<file path="src/rtl/cmpc_pkg.sv">
package cmpc_pkg;

  localparam int SAMPLE_BITS     = 13;
  localparam int ANGLE_FRAC_BITS = 16;
  localparam int CORDIC_STEPS    = 24;
  localparam int TABLE_FRAC      = 24;
  localparam int ZW              = 35;
  localparam int GAIN_ONE        = 4096;
  localparam int GAIN_MAX        = 65535;
  localparam int QUEUE_DEPTH     = 2;

  typedef enum logic [3:0] {
    ST_IDLE,
    ST_CAL,
    ST_DIV,
    ST_THIRD,
    ST_DIVEND,
    ST_CENTER,
    ST_MUL,
    ST_SCALE,
    ST_CORDIC,
    ST_ROUND,
    ST_SMOOTH,
    ST_FIX,
    ST_FINISH
  } state_t;

  // atan(2^-i) in degrees, 24 fraction bits
  function automatic logic [ZW-1:0] atan_entry(input logic [4:0] idx);
    logic [ZW-1:0] v;
    unique case (idx)
      5'd0:  v = ZW'(754974720);
      5'd1:  v = ZW'(445687602);
      5'd2:  v = ZW'(235489088);
      5'd3:  v = ZW'(119537938);
      5'd4:  v = ZW'(60000934);
      5'd5:  v = ZW'(30029717);
      5'd6:  v = ZW'(15018523);
      5'd7:  v = ZW'(7509720);
      5'd8:  v = ZW'(3754917);
      5'd9:  v = ZW'(1877466);
      5'd10: v = ZW'(938734);
      5'd11: v = ZW'(469367);
      5'd12: v = ZW'(234684);
      5'd13: v = ZW'(117342);
      5'd14: v = ZW'(58671);
      5'd15: v = ZW'(29335);
      5'd16: v = ZW'(14668);
      5'd17: v = ZW'(7334);
      5'd18: v = ZW'(3667);
      5'd19: v = ZW'(1833);
      5'd20: v = ZW'(917);
      5'd21: v = ZW'(458);
      5'd22: v = ZW'(229);
      5'd23: v = ZW'(115);
      default: v = '0;
    endcase
    return v;
  endfunction

endpackage

</file>
<file path="src/rtl/compass_heading_with_calibration.sv">
// Compass heading with hard-iron calibration. One transfer in gives one transfer out.
// Between taking a sample and loading its result, the back end runs, for a heading
// sample (s_tuser 1), the centre, multiply and scale steps, the 24-step CORDIC and the
// round and wrap steps, plus the divide by three when smoothing is on; the CORDIC is
// skipped when the corrected Y is zero. A calibration sample (s_tuser 0) widens the
// per-axis min/max and recomputes the Y gain with a bit-serial divider of
// max(SAMPLE_BITS + 12, ANGLE_FRAC_BITS + 13) bits, skipped when the Y range is zero. A stalled output holds
// the back end in its last cycle. A two-entry input queue and an output register
// decouple both sides.
module compass_heading_with_calibration #(
  parameter int SAMPLE_BITS     = cmpc_pkg::SAMPLE_BITS,
  parameter int ANGLE_FRAC_BITS = cmpc_pkg::ANGLE_FRAC_BITS,
  localparam int IN_W           = ((3 * SAMPLE_BITS + 7) / 8) * 8
) (
  input  logic            clk,
  input  logic            rst,
  input  logic            cfg_we,
  input  logic            cfg_wdata,
  input  logic            s_tvalid,
  output logic            s_tready,
  input  logic [IN_W-1:0] s_tdata,   // raw_x, raw_y, raw_z
  input  logic            s_tuser,   // mode
  output logic            m_tvalid,
  input  logic            m_tready,
  output logic [15:0]     m_tdata,   // heading_deg
  output logic            m_tuser    // heading_valid
);
  import cmpc_pkg::*;

  localparam int S  = SAMPLE_BITS;
  localparam int QW = 1 + 3 * S;

  logic          q_valid;
  logic          q_ready;
  logic [QW-1:0] q_data;
  logic [8:0]    heading;

  cmpc_front #(.W(QW)) u_front (
    .clk      (clk),
    .rst      (rst),
    .in_valid (s_tvalid),
    .in_ready (s_tready),
    .in_data  ({s_tuser, s_tdata[3*S-1:0]}),
    .out_valid(q_valid),
    .out_ready(q_ready),
    .out_data (q_data)
  );

  cmpc_back #(
    .SAMPLE_BITS    (SAMPLE_BITS),
    .ANGLE_FRAC_BITS(ANGLE_FRAC_BITS)
  ) u_back (
    .clk      (clk),
    .rst      (rst),
    .cfg_we   (cfg_we),
    .cfg_wdata(cfg_wdata),
    .in_valid (q_valid),
    .in_ready (q_ready),
    .in_mode  (q_data[3*S]),
    .in_x     (q_data[S-1:0]),
    .in_y     (q_data[2*S-1:S]),
    .in_z     (q_data[3*S-1:2*S]),
    .m_valid  (m_tvalid),
    .m_ready  (m_tready),
    .m_heading(heading),
    .m_hvalid (m_tuser)
  );

  assign m_tdata = {7'd0, heading};

endmodule

</file>
<file path="src/rtl/cmpc_front.sv">
module cmpc_front #(
  parameter int W = 1 + 3 * cmpc_pkg::SAMPLE_BITS
) (
  input  logic         clk,
  input  logic         rst,
  input  logic         in_valid,
  output logic         in_ready,
  input  logic [W-1:0] in_data,
  output logic         out_valid,
  input  logic         out_ready,
  output logic [W-1:0] out_data
);
  import cmpc_pkg::*;

  logic [W-1:0] slot [QUEUE_DEPTH];
  logic         wr_ptr;
  logic         rd_ptr;
  logic [1:0]   count;
  logic         push;
  logic         pop;

  assign in_ready  = (count != 2'(QUEUE_DEPTH));
  assign out_valid = (count != 2'd0);
  assign out_data  = slot[rd_ptr];
  assign push      = in_valid && in_ready;
  assign pop       = out_valid && out_ready;

  always_ff @(posedge clk) begin
    if (push) begin
      slot[wr_ptr] <= in_data;
    end
    if (rst) begin
      wr_ptr <= 1'b0;
      rd_ptr <= 1'b0;
      count  <= 2'd0;
    end else begin
      if (push) wr_ptr <= ~wr_ptr;
      if (pop) rd_ptr <= ~rd_ptr;
      if (push && !pop) count <= count + 2'd1;
      else if (pop && !push) count <= count - 2'd1;
    end
  end

endmodule

</file>
<file path="src/rtl/cmpc_back.sv">
module cmpc_back #(
  parameter int SAMPLE_BITS     = cmpc_pkg::SAMPLE_BITS,
  parameter int ANGLE_FRAC_BITS = cmpc_pkg::ANGLE_FRAC_BITS
) (
  input  logic                   clk,
  input  logic                   rst,
  input  logic                   cfg_we,
  input  logic                   cfg_wdata,
  input  logic                   in_valid,
  output logic                   in_ready,
  input  logic                   in_mode,
  input  logic [SAMPLE_BITS-1:0] in_x,
  input  logic [SAMPLE_BITS-1:0] in_y,
  input  logic [SAMPLE_BITS-1:0] in_z,
  output logic                   m_valid,
  input  logic                   m_ready,
  output logic [8:0]             m_heading,
  output logic                   m_hvalid
);
  import cmpc_pkg::*;

  localparam int S     = SAMPLE_BITS;
  localparam int AF    = ANGLE_FRAC_BITS;
  localparam int CW    = S + 2;
  localparam int PW    = CW + 17;
  localparam int YW    = PW - 12;
  localparam int XW    = YW + 18;
  localparam int SH    = TABLE_FRAC - AF;
  localparam int AW    = AF + 11;
  localparam int BW    = AF + 13;
  localparam int DW    = (S + 12 > BW) ? S + 12 : BW;
  localparam int CNT_W = $clog2(DW + 1);
  localparam int K3    = (BW % 2 == 1) ? BW : BW + 1;
  localparam int PW3   = BW + K3;
  localparam logic [K3-1:0] M3 = K3'(((64'd1 << K3) + 64'd1) / 64'd3);
  localparam logic signed [ZW-1:0] HALF = ZW'(64'd180 << TABLE_FRAC);
  localparam logic signed [ZW-1:0] RND  = ZW'((64'd1 << SH) >> 1);
  localparam logic signed [AW-1:0] D180 = AW'(64'd180 << AF);
  localparam logic signed [AW-1:0] D360 = AW'(64'd360 << AF);

  state_t state, state_next;

  logic                 smoothing_on;
  logic                 mode;
  logic signed [S-1:0]  sx, sy, sz;
  logic signed [S-1:0]  amax [3];
  logic signed [S-1:0]  amin [3];
  logic [15:0]          gain;
  logic signed [AW-1:0] sm;
  logic signed [AW-1:0] ang;
  logic signed [AW-1:0] tmp;
  logic signed [CW-1:0] cx, cy0;
  logic signed [PW-1:0] prod;
  logic signed [XW-1:0] cx_r, cy_r;
  logic signed [ZW-1:0] cz;
  logic [CNT_W-1:0]     cnt;
  logic [DW-1:0]        dq, dden;
  logic [DW-1:0]        drem;
  logic                 div_cal;
  logic                 bneg;
  logic                 out_load;

  // calibration
  logic signed [S-1:0] nmax [3];
  logic signed [S-1:0] nmin [3];
  logic signed [S-1:0] samp [3];
  logic [S-1:0]        xr, yr;

  always_comb begin
    samp[0] = sx;
    samp[1] = sy;
    samp[2] = sz;
    for (int i = 0; i < 3; i++) begin
      nmax[i] = (samp[i] > amax[i]) ? samp[i] : amax[i];
      nmin[i] = (samp[i] < amin[i]) ? samp[i] : amin[i];
    end
    xr = S'(nmax[0] - nmin[0]);
    yr = S'(nmax[1] - nmin[1]);
  end

  // midpoints, truncated toward zero
  logic signed [S:0]   msum0, msum1;
  logic signed [S-1:0] mid0, mid1;
  always_comb begin
    msum0 = S'(0) + {amax[0][S-1], amax[0]} + {amin[0][S-1], amin[0]};
    msum1 = S'(0) + {amax[1][S-1], amax[1]} + {amin[1][S-1], amin[1]};
    mid0  = S'((msum0 + (S+1)'(msum0[S])) >>> 1);
    mid1  = S'((msum1 + (S+1)'(msum1[S])) >>> 1);
  end

  // gain scaling, truncated toward zero
  logic signed [PW-1:0] pbias;
  logic signed [YW-1:0] cy_s;
  always_comb begin
    pbias = prod + (prod[PW-1] ? PW'(4095) : PW'(0));
    cy_s  = YW'(pbias >>> 12);
  end

  // divider step
  logic [DW:0] dtrial;
  logic        dfit;
  always_comb begin
    dtrial = {drem, dq[DW-1]};
    dfit   = dtrial >= {1'b0, dden};
  end

  // divide by three through a reciprocal multiply
  logic [PW3-1:0] prod3;
  assign prod3 = PW3'(dq[BW-1:0]) * PW3'(M3);

  // cordic step
  logic signed [XW-1:0] xs, ys;
  logic signed [ZW-1:0] zt;
  always_comb begin
    xs = cx_r >>> cnt[4:0];
    ys = cy_r >>> cnt[4:0];
    zt = atan_entry(cnt[4:0]);
  end

  // round and offset
  logic signed [ZW-1:0] zr;
  always_comb begin
    zr = (cz + RND) >>> SH;
  end

  // blend set-up
  logic signed [AW-1:0] dif, adif, oldv;
  logic signed [BW-1:0] bsum;
  logic [BW-1:0]        bmag;
  always_comb begin
    dif  = sm - ang;
    adif = dif[AW-1] ? -dif : dif;
    oldv = sm;
    if (adif > D180) begin
      oldv = (ang < D180) ? sm - D360 : sm + D360;
    end
    bsum = BW'(oldv) + BW'(oldv) + BW'(ang);
    bmag = bsum[BW-1] ? BW'(-bsum) : BW'(bsum);
  end

  // blend wrap
  logic signed [AW-1:0] bq, b1, b2, b3, b4;
  always_comb begin
    bq = bneg ? -AW'(dq) : AW'(dq);
    b1 = (bq < 0) ? bq + D360 : bq;
    b2 = (b1 < 0) ? b1 + D360 : b1;
    b3 = (b2 >= D360) ? b2 - D360 : b2;
    b4 = (b3 >= D360) ? b3 - D360 : b3;
  end

  logic signed [AW-1:0] f1, f2;
  always_comb begin
    f1 = (tmp < 0) ? tmp + D360 : tmp;
    f2 = (f1 > D360) ? f1 - D360 : f1;
  end

  logic out_free;
  assign out_free = !m_valid || m_ready;

  always_comb begin
    state_next = state;
    unique case (state)
      ST_IDLE:   if (in_valid) state_next = in_mode ? ST_CENTER : ST_CAL;
      ST_CAL:    state_next = (yr != '0) ? ST_DIV : ST_FINISH;
      ST_DIV:    if (cnt == CNT_W'(DW - 1)) state_next = ST_DIVEND;
      ST_THIRD:  state_next = ST_DIVEND;
      ST_DIVEND: state_next = div_cal ? ST_FINISH : ST_FIX;
      ST_CENTER: state_next = ST_MUL;
      ST_MUL:    state_next = ST_SCALE;
      ST_SCALE:  state_next = (cy_s == '0) ? ST_ROUND : ST_CORDIC;
      ST_CORDIC: if (cnt == CNT_W'(CORDIC_STEPS - 1)) state_next = ST_ROUND;
      ST_ROUND:  state_next = ST_SMOOTH;
      ST_SMOOTH: state_next = smoothing_on ? ST_THIRD : ST_FIX;
      ST_FIX:    state_next = ST_FINISH;
      ST_FINISH: if (out_free) state_next = ST_IDLE;
      default:   state_next = ST_IDLE;
    endcase
  end

  always_comb begin
    in_ready = (state == ST_IDLE);
    out_load = (state == ST_FINISH) && out_free;
  end

  always_ff @(posedge clk) begin
    if (rst) begin
      state        <= ST_IDLE;
      smoothing_on <= 1'b0;
      m_valid      <= 1'b0;
      gain         <= 16'(GAIN_ONE);
      sm           <= '0;
      for (int i = 0; i < 3; i++) begin
        amax[i] <= '0;
        amin[i] <= '0;
      end
    end else begin
      state <= state_next;
      if (cfg_we) smoothing_on <= cfg_wdata;
      if (out_load) m_valid <= 1'b1;
      else if (m_ready) m_valid <= 1'b0;
      if (state == ST_CAL) begin
        for (int i = 0; i < 3; i++) begin
          amax[i] <= nmax[i];
          amin[i] <= nmin[i];
        end
      end
      if (state == ST_DIVEND && div_cal) begin
        gain <= (dq > DW'(GAIN_MAX)) ? 16'(GAIN_MAX) : dq[15:0];
      end
      if (state == ST_FIX) sm <= f2;
    end
  end

  always_ff @(posedge clk) begin
    case (state)
      ST_IDLE: begin
        mode <= in_mode;
        sx   <= in_x;
        sy   <= in_y;
        sz   <= in_z;
      end
      ST_CAL: begin
        dq      <= DW'(xr) << 12;
        drem    <= '0;
        dden    <= DW'(yr);
        div_cal <= 1'b1;
        cnt     <= '0;
      end
      ST_DIV: begin
        drem <= dfit ? DW'(dtrial - {1'b0, dden}) : dtrial[DW-1:0];
        dq   <= {dq[DW-2:0], dfit};
        cnt  <= cnt + 1'b1;
      end
      ST_THIRD: begin
        dq <= DW'(prod3 >> K3);
      end
      ST_DIVEND: begin
        tmp <= b4;
      end
      ST_CENTER: begin
        cx  <= CW'(sx) - CW'(mid0);
        cy0 <= CW'(sy) - CW'(mid1);
      end
      ST_MUL: begin
        prod <= PW'(cy0) * PW'($signed({1'b0, gain}));
      end
      ST_SCALE: begin
        cnt <= '0;
        if (cy_s == '0) begin
          cz <= (cx < 0) ? HALF : '0;
        end else if (cx < 0) begin
          cz   <= (cy_s > 0) ? HALF : -HALF;
          cx_r <= -(XW'(cx) <<< 16);
          cy_r <= -(XW'(cy_s) <<< 16);
        end else begin
          cz   <= '0;
          cx_r <= XW'(cx) <<< 16;
          cy_r <= XW'(cy_s) <<< 16;
        end
      end
      ST_CORDIC: begin
        if (cy_r > 0) begin
          cx_r <= cx_r + ys;
          cy_r <= cy_r - xs;
          cz   <= cz + zt;
        end else begin
          cx_r <= cx_r - ys;
          cy_r <= cy_r + xs;
          cz   <= cz - zt;
        end
        cnt <= cnt + 1'b1;
      end
      ST_ROUND: begin
        ang <= AW'(zr) + D180;
      end
      ST_SMOOTH: begin
        tmp     <= ang;
        dq      <= DW'(bmag);
        bneg    <= bsum[BW-1];
        div_cal <= 1'b0;
      end
      ST_FINISH: begin
        if (out_free) begin
          m_hvalid  <= mode;
          m_heading <= mode ? 9'(sm >>> AF) : 9'd0;
        end
      end
      default: ;
    endcase
  end

endmodule

</file>
<file path="config.mk">
export PLATFORM = sky130hd
export DESIGN_NAME = compass_heading_with_calibration
export DESIGN_NICKNAME = d
export VERILOG_FILES = /design/src/rtl/cmpc_pkg.sv /design/src/rtl/compass_heading_with_calibration.sv /design/src/rtl/cmpc_front.sv /design/src/rtl/cmpc_back.sv
export SDC_FILE = /design/constraint.sdc
export NUM_CORES = 2
export LEC_CHECK = 0
export ABC_CLOCK_PERIOD_IN_PS = 27200
export BUFFER_PORTS_ARGS = -buffer_cell sky130_fd_sc_hd__buf_2
export CAP_MARGIN = 20
export CORE_ASPECT_RATIO = 1.2
export CORE_UTILIZATION = 67
export CTS_CLUSTER_SIZE = 12
export DETAILED_ROUTE_END_ITERATION = 10
export GPL_TIMING_DRIVEN = 1
export PLACE_DENSITY = 0.85
export SLEW_MARGIN = 0
export SYNTH_ARGS = -nofsm -noshare
export SYNTH_HDL_FRONTEND = slang
export SYNTH_SLANG_ARGS = --single-unit
</file>
<file path="constraint.sdc">
create_clock -name clk -period 27.2 [get_ports clk]
set_input_delay 5.44 -clock clk [delete_from_list [all_inputs] [get_ports clk]]
set_output_delay 5.44 -clock clk [all_outputs]
set_load 0.05 [all_outputs]
</file>
* After elaboration in Yosys (flattened, before gate mapping)
Memories as Yosys holds them, arrays and structs flattened. A register that Yosys moved wholly into a read port is not among the register bits.
Index checks and enable logic that the tools add are counted.
W data, S select, Z words.
** Storage, ports and cells
- Word-level logic and storage cells :: 216
- Memories :: 4
- Memory bits (writable) :: 158
- Output and inout bits :: 19
- Flip-flop bits (word level) :: 406
- Input bits :: 47
- Bits in read-only memories :: 960
** Cells by class
- Bitwise gates (word level) :: 8
- Add/sub/neg operators :: 37
- Reduce and logical (&&, ||, !) cells :: 27
- Multiplexer cells :: 69
- Order comparisons :: 19
- $mul :: 2
- Eq/ne operators :: 20
- Shift operators :: 2
** Memories
- (name not given) :: words 32, width 30, rd ports 1, clocked after Yosys merged registers in 1, write ports 0, RTL line cmpc_pkg.sv:31 : unique case (idx)
- u_front.slot :: words 2, width 40, rd ports 1, clocked after Yosys merged registers in 1, write ports 1, RTL line cmpc_front.sv:15 : logic [W-1:0] slot [QUEUE_DEPTH];
- u_back.amax :: words 3, width 13, rd ports 3, clocked after Yosys merged registers in 0, write ports 3, RTL line cmpc_back.sv:46 : logic signed [S-1:0] amax [3];
- u_back.amin :: words 3, width 13, rd ports 3, clocked after Yosys merged registers in 0, write ports 3, RTL line cmpc_back.sv:47 : logic signed [S-1:0] amin [3];
** Operators by type and width (number)
- $mux W27 :: 10
- $mux W38 :: 6
- $mux W13 :: 12
- $pmux W38 S2 :: 2
- $mux W35 :: 4
- $pmux W29 S4 :: 1
- $add A27 B26 Y27 const B :: 4
- $sub A27 B26 Y27 const B :: 4
- $lt A27 B1 Y1 const B :: 3
- $add A38 B38 Y38 :: 2
- $sshr A38 B5 Y38 :: 2
- $sub A38 B38 Y38 :: 2
- $pmux W35 S2 :: 1
- $mux W29 :: 2
- $pmux W29 S2 :: 1
- $mul A29 B28 Y57 const B :: 1
- $ge A27 B26 Y1 const B :: 2
- $neg A27 Y27 :: 2
- $pmux W27 S2 :: 1
- $pmux W4 S13 :: 1
- $gt A13 B13 Y1 :: 3
- $lt A13 B13 Y1 :: 3
- $gt A38 B1 Y1 const B :: 1
- $neg A30 Y38 :: 1
- other kinds (56) :: 113

* Logic depth before layout (Yosys ltp)
- Depth after elaboration :: 11
- Mapped depth :: 34
- Depth with buffers taken out :: 32

* By module
From an unflattened synthesis, not the netlist that was laid out.
** Second synthesis, totals
- Cells, all modules :: 7139
- Area, all modules :: 66376.2 um^2
** Modules (own cells, without submodules)
- cmpc_back :: cells an instance 6983, instances 1, sequential area each 13322.8 um^2, area an instance 63224.4 um^2
- cmpc_front :: cells an instance 148, instances 1, sequential area each 2502.4 um^2, area an instance 3095.5 um^2
- compass_heading_with_calibration :: cells an instance 8, instances 1, sequential area each 0.0 um^2, area an instance 56.3 um^2

* Worst setup path before layout
OpenSTA, ideal clock, no wires.
- Kind :: flip-flop to flip-flop
- Start point :: register u_back.prod[30]
- End point :: register u_back.cx_r[0], enable pin
- Path slack :: 17907 ps
- Setup time :: 622 ps
- Cell stages (with the launch flop) :: 16
- Clock period less this slack :: 9293 ps
- Data arrival time :: 8671 ps
- Data required time :: 26578 ps
- Buffers on the path :: 1
- Cell sequence :: edfxtp_1 -> ha_1 -> a31o_2 -> a21o_1 -> a21o_1 -> a21o_1 -> a21o_1 -> a21oi_1 -> nor2_1 -> xnor2_1 -> ha_1 -> o21ai_0 -> or2_2 -> clkbuf_1 -> nor2b_1 -> o31ai_1
** On the way
- Word-level cells in the longest chain between the ends :: 4
** RTL lines
- start, declared :: RTL line cmpc_back.sv:53 : logic signed [PW-1:0] prod;
- start signal, assigned :: RTL line cmpc_back.sv:245 : prod <= PW'(cy0) * PW'($signed({1'b0, gain}));
- $add A32 B13 Y32 :: RTL line cmpc_back.sv:95 : pbias = prod + (prod[PW-1] ? PW'(4095) : PW'(0));
- $logic_not A20 Y1 :: RTL line cmpc_back.sv:249 : if (cy_s == '0) begin
- $ne A2 B2 Y1 (no source line)
- $reduce_and A2 Y1 (no source line)
- end signal, assigned :: RTL line cmpc_back.sv:253 : cx_r <= -(XW'(cx) <<< 16);
- end signal, assigned :: RTL line cmpc_back.sv:257 : cx_r <= XW'(cx) <<< 16;
- end signal, assigned :: RTL line cmpc_back.sv:263 : cx_r <= cx_r + ys;
- end, declared :: RTL line cmpc_back.sv:54 : logic signed [XW-1:0] cx_r, cy_r;
Every way passes these cells.
A chain may end at the register's enable or synchronous reset.

* Worst setup path in the final report
- Start point :: register u_back.dq[3]
- End point :: register u_back.dq[26], data pin
** On the way
- Word-level cells in the longest chain between the ends :: 2
** RTL lines
- start, declared :: RTL line cmpc_back.sv:57 : logic [DW-1:0] dq, dden;
- start signal, assigned :: RTL line cmpc_back.sv:223 : dq <= DW'(xr) << 12;
- start signal, assigned :: RTL line cmpc_back.sv:231 : dq <= {dq[DW-2:0], dfit};
- start signal, assigned :: RTL line cmpc_back.sv:235 : dq <= DW'(prod3 >> K3);
- $mul A29 B28 Y57 :: RTL line cmpc_back.sv:109 : assign prod3 = PW3'(dq[BW-1:0]) * PW3'(M3);
- $pmux W29 S4 :: RTL line cmpc_back.sv:215 : case (state)
Every way passes these cells.

==> results.yml <==
critical_path:
  critPathKind: "reg2reg"
  crit_path_start_kind: "flop"
  worstPathArrival_ps: 10790
  startpoint: "u_back.dq[3]"
  worstPathRequired_ps: 27600
  r2r-start: "u_back.dq[3]"
  rr_worst_depth: 26
  crit_path_end_kind: "flop"
  path_max_fanout: 15
global_route:
  gr-total-overflow: 0
  grt_use_total_pct: 37.4
  grt_max_degree: 80
  grt_pass1_wl_um: 290000
  grt_pass1_vias: 54500
  antenna_found_initial: 7
place:
  portBuffers: 44
  pre_cts_slack_ps: 17140
  dp_hpwl_um: 144000
  place_congestion: 1.07
  placed_cell_area_um2: 66800
floorplanning:
  initial_utilization_pct: 67.6
  die_area_um2: 98800
  core_area_um2: 96700
  die_w_um: 287
  dieHeight_um: 344
  row_count: 125
  ios: 66
min_path:
  whs_path_depth: 2
  min_from: "u_back.sm[5]"
  hold_class: "reg2reg"
routing:
  vias_per_cell: 6.46
  drt_pass1_iterations: 6
  drc: 0
  wl_per_cell_um: 22.0
  dr.first_iter.drc_count: 4943
  ant_nets: 0
  vias: 53900
  finalWirelength_um: 184000
timing:
  fin_ws_ps: 16810
  fmax_mhz: 96.3
  finalSetupViolations: 0
  setup_tns_ps: 0
  worst_slew_pin_slew_ps: 1130
  rsz0062_at_grt: "false"
  skew_ps: 70.4
  final_hold_viol_count: 0
  period_share_pct: 38.2
  slew_headroom_pct: 24.7
  fin_crit_ps: 10390
  maxSlewViolCount: 0
cts:
  cts.sinks: 529
  h-tree-depth: 2
  cts_setup_buffers: 0
  cts_resized: 0
  numCtsBuffers: 60
  root_buffer: "clkbuf_16"
  path_clk_slew_ps: 60
  clk_latency_ps: 710
  hold_buffers: 0
  clk_path_buf_depth: 3
  cts_tree: "built"
yosys:
  dominantRegCellSynth: "edfxtp_1"
  synthArstFlopShare_pct: 0
  syn_area_um2: 65300
  ys_ff_latch: 529
  synth_cell_type_count: 104
  syn_inst: 7091
  ys_seq_area_share_pct: 23.0
  syn_area_per_cell_um2: 9.21
  ys_warn_count: 0
  synth_edf_count: 445
final_layout:
  drive_gt1_share_pct: 6.51
  final_nets: 8295
  final_cell_mix: "879 x inv_1, 740 x ha_1, 578 x nand2_1, 525 x nor2_1, 478 x fa_1"
  area_growth_pct: 5.41
  fin_area_um2: 68900
  diodes: 0
  layout_commonest_cell: "inv_1"
job:
  drv_cap: 0
status:
  status: "finished clean"
[metal layers]
metal  part of all wire [%]  vias up  track usage [%]
li1                       -    24500                -
met1                     35    25900             41.7
met2                     47     2640             62.7
met3                    8.5      912             7.72
met4                    9.2       12             29.0
met5                  0.045        -                0
[critical path, cell delays in order (launching register included)]
cell	delay, ps
edfxtp_1	960
ha_1	460
inv_1	190
fa_1	550
inv_1	80
fa_1	570
fa_1	570
fa_1	550
inv_1	50
fa_1	530
inv_1	50
fa_1	410
ha_1	350
a21o_1	200
a21o_1	200
a2111oi_0	830
o21bai_1	180
o2111ai_1	680
o211ai_1	320
a32o_1	380
a21o_1	250
o41ai_1	610
nor2_1	150
a211o_1	350
mux2i_1	130
o21ai_0	350
o211ai_1	150
[per-stage QoR]
stage	util (%)	std cells	hold slack, ps
floorplan	-	7097	454
CTS	71.2	8345	491
detailed placement	69.1	8234	481
finish	71.3	8349	493
global placement	69.1	8234	480
global route	71.3	8349	520
[worst paths after layout]
path / endpoint / slack (ps)
setup reg to reg: u_back.dq[26] / 16810
setup / recovery: u_back.dq[26] / 16810
hold / removal: u_back.sm[5] / 490
hold reg to reg: u_back.sm[5] / 490
[cell usage after synthesis, types with 13 or more instances]
library cell / count / area share (%)
nand2b_1: 95 / 0.91
xor2_1: 213 / 2.9
nand4_1: 52 / 0.50
nand3b_1: 14 / 0.16
or3_1: 53 / 0.51
mux2_2: 79 / 1.4
buf_1: 39 / 0.22
o2111ai_1: 13 / 0.17
mux2i_1: 102 / 1.6
o21ai_0: 349 / 2.7
edfxtp_1: 445 / 20
nor2_1: 533 / 3.1
a31oi_1: 57 / 0.55
o21a_1: 64 / 0.74
xnor2_1: 333 / 4.5
or4_1: 25 / 0.29
or2_2: 23 / 0.22
nand2_1: 580 / 3.3
a211oi_1: 42 / 0.48
o41ai_1: 13 / 0.17
a21oi_1: 399 / 3.1
mux4_2: 82 / 2.8
inv_1: 879 / 5.0
ha_1: 740 / 14
o22ai_1: 24 / 0.23
and3_1: 53 / 0.51
dfxtp_1: 84 / 2.6
o21bai_1: 41 / 0.47
a21o_1: 126 / 1.4
nor3b_1: 16 / 0.18
clkbuf_1: 190 / 1.1
nor4_1: 44 / 0.42
and2_1: 148 / 1.4
o211ai_1: 36 / 0.41
nor3_1: 119 / 0.91
a21boi_0: 26 / 0.30
nand3_1: 107 / 0.82
o31ai_1: 36 / 0.41
nor2b_1: 88 / 0.84
fa_1: 478 / 15
[registers in the layout, summed over array words and instances (netlist names), 29 cells and up, named ones only]
name and cells:
u_back.drem 29, u_back.dq 29, u_back.cx_r 38, u_front.slot 54
u_back.zt 30, u_back.cy_r 38, u_back.prod 31, u_back.cz 35
[area by class of cell]
type,instances,area [µm²]
sequential,529,15000
clock buffer,90,1770
inverter,886,3330
multi-input combinational,5431,46100
fill,6958,27800
timing repair buffer,122,826
tap,1270,1590
clock inverter,21,240
[logic make-up (layout without fill, tap and decap cells)]
kind of cell	count (synthesis)	count (layout)	synth area share [%]
flops	529	529	23.0
xor+xnor	546	546	7.32
compound gates	1395	1395	13.5
buf+inv	1137	1119	6.63
fa+ha+maj	1218	1218	28.8
simple gates	2002	2002	15.0
other cells	1	7	0.00574
mux	263	263	5.75
Power is not shown: default switching activity piles up to over one toggle a cycle in this logic, so the estimate is an artifact.
